File: src/hdl/omt_pkg.sv
// omt_pkg: shared types and constants for the order message tracker
// no dependencies
package omt_pkg;

  localparam int unsigned DefaultSlots = 1024;

  typedef enum logic [2:0] {
    CMD_SUBMIT = 3'd0,
    CMD_BYTE   = 3'd1,
    CMD_CONN   = 3'd2,
    CMD_DISC   = 3'd3,
    CMD_CLOSE  = 3'd4
  } cmd_e;

  typedef enum logic [3:0] {
    OC_NONE     = 4'd0,
    OC_STORED   = 4'd1,
    OC_BUSY     = 4'd2,
    OC_IGNORED  = 4'd3,
    OC_ACCEPTED = 4'd4,
    OC_PARTIAL  = 4'd5,
    OC_FILLED   = 4'd6,
    OC_REJECTED = 4'd7,
    OC_MALFORM  = 4'd8,
    OC_CONN     = 4'd9,
    OC_DISC     = 4'd10,
    OC_STALE    = 4'd11,
    OC_REPEAT   = 4'd12
  } outcome_e;

  localparam logic [7:0] KindSeq      = 8'h53; // 'S'
  localparam logic [7:0] KindAccepted = 8'h41; // 'A'
  localparam logic [7:0] KindExecuted = 8'h45; // 'E'
  localparam logic [7:0] KindRejected = 8'h4A; // 'J'
  localparam logic [7:0] KindHeart    = 8'h48; // 'H'
  localparam logic [16:0] MinSeqSize  = 17'd4;
  localparam logic [16:0] MinAckSize  = 17'd16;
  localparam logic [16:0] MinExecSize = 17'd20;

  // which statistic an item bumps
  typedef enum logic [8:0] {
    ST_NONE = 9'b000000000,
    ST_SENT = 9'b000000001,
    ST_ACC  = 9'b000000010,
    ST_FILL = 9'b000000100,
    ST_REJ  = 9'b000001000,
    ST_MAL  = 9'b000010000,
    ST_DROP = 9'b000100000,
    ST_CONN = 9'b001000000,
    ST_DISC = 9'b010000000
  } stat_e;

  typedef struct packed {
    logic   valid;
    stat_e  stat;
    logic   pend_inc;
    logic   pend_dec;
  } stat_upd_t;

endpackage

File: src/hdl/omt_stats.sv
// omt_stats: saturating statistics counters and the pending slot count
// depends on omt_pkg
module omt_stats import omt_pkg::*; #(
  parameter int unsigned PendW = 11
) (
  input  logic             clk_i,
  input  logic             rst_ni,
  input  stat_upd_t        upd_i,
  output logic [PendW-1:0] pending_o,
  output logic [7:0][31:0] count_o
);

  logic [7:0][31:0] cnt_q;
  logic [PendW-1:0] pend_q;

  always_ff @(posedge clk_i or negedge rst_ni) begin
    if (!rst_ni) begin
      cnt_q  <= '0;
      pend_q <= '0;
    end else if (upd_i.valid) begin
      for (int k = 0; k < 8; k++) begin
        if (upd_i.stat[k] && cnt_q[k] != 32'hFFFF_FFFF) begin
          cnt_q[k] <= cnt_q[k] + 32'd1;
        end
      end
      if (upd_i.pend_inc) begin
        pend_q <= pend_q + 1'b1;
      end else if (upd_i.pend_dec && pend_q != '0) begin
        pend_q <= pend_q - 1'b1;
      end
    end
  end

  assign pending_o = pend_q;
  assign count_o   = cnt_q;

endmodule

File: config.mk
export PLATFORM = sky130hd
export DESIGN_NAME = omt_stats
export DESIGN_NICKNAME = d
export VERILOG_FILES = /design/src/hdl/omt_pkg.sv /design/src/hdl/omt_stats.sv
export SDC_FILE = /design/constraint.sdc
export NUM_CORES = 1
export LEC_CHECK = 0
export BUFFER_PORTS_ARGS = -buffer_cell sky130_fd_sc_hd__buf_4
export CAP_MARGIN = 20
export CORE_MARGIN = 4
export CORE_UTILIZATION = 55
export DETAILED_ROUTE_END_ITERATION = 7
export PLACE_DENSITY_LB_ADDON = 0.3
export SLEW_MARGIN = 40
export SYNTH_ARGS = -nofsm -noshare
export SYNTH_HDL_FRONTEND = slang
export SYNTH_SLANG_ARGS = --single-unit
File: constraint.sdc
create_clock -name clk_i -period 2.5 [get_ports clk_i]
set_input_delay 0.5 -clock clk_i [delete_from_list [all_inputs] [get_ports clk_i]]
set_output_delay 0.5 -clock clk_i [all_outputs]
set_load 0.02 [all_outputs]
# After elaboration in Yosys (flattened, before gate mapping)
# Index checks and enable logic that the tools add are counted.
# W data, S select, Z words.
# word_totals
regBits	267
in_bits	14
output_inout_bits	267
elab_cells	49
# classes
n_addsub	10
n_eq_ne	8
n_mux	2
n_reduce_logical	20
# ops
op	count
$add A32 B1 Y32 const B	8
$ne A32 B32 Y1 const B	8
$mux W11	2
$reduce_and A2 Y1	9
$add A11 B1 Y11 const B	1
$reduce_bool A11 Y1	1
$sub A11 B1 Y11 const B	1
$logic_and A1 B1 Y1	9
$reduce_bool A2 Y1	1

# Longest topological paths before layout
# depth
ltp_word	4
ltp_mapped	8
mapped_depth_nobuf	7

# Worst setup path after synthesis
# No wires, ideal clock.
# synth_timing
path_kind	reg-to-reg
from	register cnt_q, in the netlist count_o[12]
to	register cnt_q, in the netlist count_o[1]
arrival_time_ns	2.303
required_time_ns	2.375
slack_ns	0.072
path_stages_with_launch	7
n_path_buf	1
path_cell_list	dfrtp_1 > nand4_1 > or3_2 > or4_4 > buf_6 > nand2_4 > mux2_4
# synth_via
elab_chain_cells	3
# synth_rtl
item	line	text
start: declaration	omt_stats.sv:13	logic [7:0][31:0] cnt_q;
start signal: indexed assignment	omt_stats.sv:23	cnt_q[k] <= cnt_q[k] + 32'd1;
$ne A32 B32 Y1	omt_stats.sv:22	if (upd_i.stat[k] && cnt_q[k] != 32'hFFFF_FFFF) begin
$logic_and A1 B1 Y1	omt_stats.sv:22	
$reduce_and A2 Y1 (no line)	n/a	
# No other way between the ends.
# A chain may end at the register's enable or synchronous reset.

# Worst setup path in the final report
# layout_timing
from	register cnt_q, in the netlist count_o[128]
to	register cnt_q, in the netlist count_o[148]
# layout_via
elab_chain_cells	3
elab_cells_between_ends	4
classes_between	1 x add/sub; 1 x eq/ne; 2 x reduce/logical
# layout_rtl
item
branches (longest 3 deep; another with $add A32 B1 Y32)
# Parallel ways; which one is timed is not known.

==> results.md <==
* Ratio of cells with drive above 1 in the final layout at 24.8%
* CP max stage cell: or3_4
* Slew HR at 48.8%
* Peak supply drop at roughly 0.84 mV
* Setup WS pre-CTS at 0.0387 ns
* Number of synthesized flops with an enable pin at 0
* Final core occ at 72.5%
* GR Overflow Total at 0
* Synth Register Bits at 267
* Top Usage Layer GRT: met2
* Synth Instances at 1288
* Initial core utilization at 56.4%
* Post-Syn Area per Cell at slightly above 10 um^2
* Startpoint Class: register
* Outcome: completed
* CTS tree: yes
* Fillers at 1709
* CTS Sinks at 267
* Nets@finish at between 1500 and 2000
* Total Wirelength at 34.8 mm
* RSZ-0062 raised after global routing: false
* Setup TNS at 0 ns
* Die width at ~160 um
* First-pass iteration count of the detailed router at 5
* Finish-stage setup viols at 0
* Max cap viols at 0
* Area Growth Syn to Fin at 28.5%
* WL/cell at 17.8 um
* Antenna violations before repair at 0
* Min Clock Period, post-route at 2.34 ns
* Final Hold Fails at 0
* Multiplexer share of the synthesized area at 0.787%
* Sequential area share after synthesis at about half
* Synth top area cells: dfrtp_1 50%, xnor2_1 11%, xor2_1 5.4%
* Antenna Diode Count at 0
* Worst-Skew Late Latency at 0.55 ns
* Compound-Gate Fraction of Synth Area at 4.86%
* Syn_nets at 1320
* Die Ht at 164 um
* Row cnt at 56
* Synth async-reset ratio at 100%
* Max Clock Skew at roughly 0.011 ns
* Post-CTS Setup Bufs at 0
* Clock transition at path regs at 0.06 ns
* WP data required at 2.92 ns
* CTS H-tree lvls at 1
* I/O Buffers at 279
* Top cell type by total area after synthesis: dfrtp_1
* Post-synth top cells: 267 x dfrtp_1, 166 x xnor2_1, 106 x nand2_1
* Clk buf depth at 3
* Largest family of logic cells by synthesized area: simple AND/OR/NAND/NOR gates
* Vias in the first global route at 11100
* Tot GR Track Use at 25.5%
* Antenna Violating Nets Remaining at 0
* Multi-input logic area at 6440 um^2
* Die area at 26800 um^2
* Final Instance Area at ~17000 um^2
* Crit path kind: register to register
* Drc violations at 0
* Fmax achieved at 428 MHz
* Slew Limit Fails at 0
* Vias after detailed routing at approximately 11000
* Leakage power at 7.99 nW
* Num CTS Buffers at 30
* Root Buffer: clkbuf_16
* Setup ws final at 0.165 ns
* Met2 usage at 42.2%
* Met3 usage at 5.22%
* Highest cell delay on the worst timing path at ~0.47 ns
* Worst hold path class: input pin to register
* Top Ports at approximately 280
* Post-synthesis xor/xnor area fraction at between 15 and 20%
* Period utilization at between 90 and 100%
* Synth cell types at 63
* Mapped Area at 13400 um^2
* CP Cell Sequence: ha_2, nand4_1, or3_4, a211o_1, or3_1, xnor2_1
* Hpwl dp at 24.9 mm
* Crit path max fanout at 5
* Initial DRC count at 801
* Warning count from the yosys run at 0
* WP data arrival at 2.76 ns
* Top-count cell post-synth: dfrtp_1
* Synth Flop Type: dfrtp_1
* CP endpoint kind: register
* Synth Area in Adders at 1.74%
* Simple-gate share of the synthesized area at 24.5%
* GR Util met1 at 33.6%
* Placed inst area at 16100 um^2
* P per Cell Area at 774 nW/um^2
* Vias per std cell at 5.80
* Core footprint at 23700 um^2
* First-pass GRT wire length at 56.8 mm
* Top cell type's share of synthesized area at 50.0%
* GP Congestion at 0.862
* Largest net degree at the start of global routing at 66
* Worst-Margin Slew at 0.761 ns
* FF/Latch Area at approximately 6700 um^2
-- routing by layer --
layer,share of wire (%),vias up
li1,-,5315
met1,41,5524
met2,48,403
met3,7.2,87
met4,3.5,0
met5,0,-
-- sequential cells by signal, indices dropped and copies added, names as in the netlist --
name / count
count_o: 256
pending_o: 11
-- report_power, final --
group | switching [mW] | internal (mW)
clock | 1.76 | 2.83
combinational | 1.75 | 1.37
sequential | 0.747 | 4.81
total | 4.26 | 9.01
-- area by class of cell --
cell class              count  area share, %
clock buffers              42           5.05
clock inverters            13           1.04
inverters                  30          0.656
multi-input cells         959           37.6
flip-flops and latches    267           38.9
well taps                 319           2.33
repair buffers            322           14.4
-- cells in the final DEF, fill, tap and decap left out, types with 36 or more instances in the layout --
master,Yosys,routed
buf_4,0,316
xnor2_1,166,166
nand4_1,94,94
nand2_1,106,106
nand3_1,91,91
nor4_1,36,36
nor2_1,60,60
dfrtp_1,267,267
and3_1,46,46
xor2_1,82,82
nor3_1,52,51
-- per-stage QoR --
step | hold slack, ns | power, mW | instances
floorplan | 0.204 | 7.26 | 1288
global placement | 0.477 | 8.59 | 1896
detailed placement | 0.485 | 8.69 | 1896
CTS | 0.293 | 13.4 | 1952
global route | 0.313 | 13.9 | 1952
finish | 0.316 | 13.3 | 1952
-- what timing repair did --
| action | in CTS | in global routing |
|---|---|---|
| gates resized for setup | 0 | 3 |
| setup endpoints to repair | 0 | 7 |
| hold buffers | 1 | 0 |
| endpoints found under the hold margin | 58 | 0 |
-- worst max-delay path, delay by kind of cell (launching register included) --
family | cells | cell delay (ns)
simple gates | 3 | 1.07
flops | 1 | 0.43
compound gates | 1 | 0.36
fa+ha+maj | 1 | 0.23
xor+xnor | 1 | 0.13
-- cell families (layout without fill, tap and decap cells) --
logic type	count (synthesis)	in the layout
buf+inv	62	407
simple gates	591	591
fa+ha+maj	18	18
flops	267	267
mux	9	9
xor+xnor	248	248
compound gates	93	93
-- worst paths after layout --
kind                                          startpoint                       end  slack (ns)  depth (start not counted)
max in group asynchronous                         rst_ni  count_o[160]$_DFFE_PN0P_        1.32                          3
worst min register to register   count_o[76]$_DFFE_PN0P_   count_o[76]$_DFFE_PN0P_        0.49                          1
worst min-delay path                            upd_i[5]  count_o[100]$_DFFE_PN0P_        0.32                          3
min in group asynchronous                         rst_ni  count_o[143]$_DFFE_PN0P_        0.51                          2
worst max-delay path            count_o[128]$_DFFE_PN0P_  count_o[148]$_DFFE_PN0P_        0.16                          6
worst max register to register  count_o[128]$_DFFE_PN0P_  count_o[148]$_DFFE_PN0P_        0.16                          6
Power figures use the tool's default switching activity.
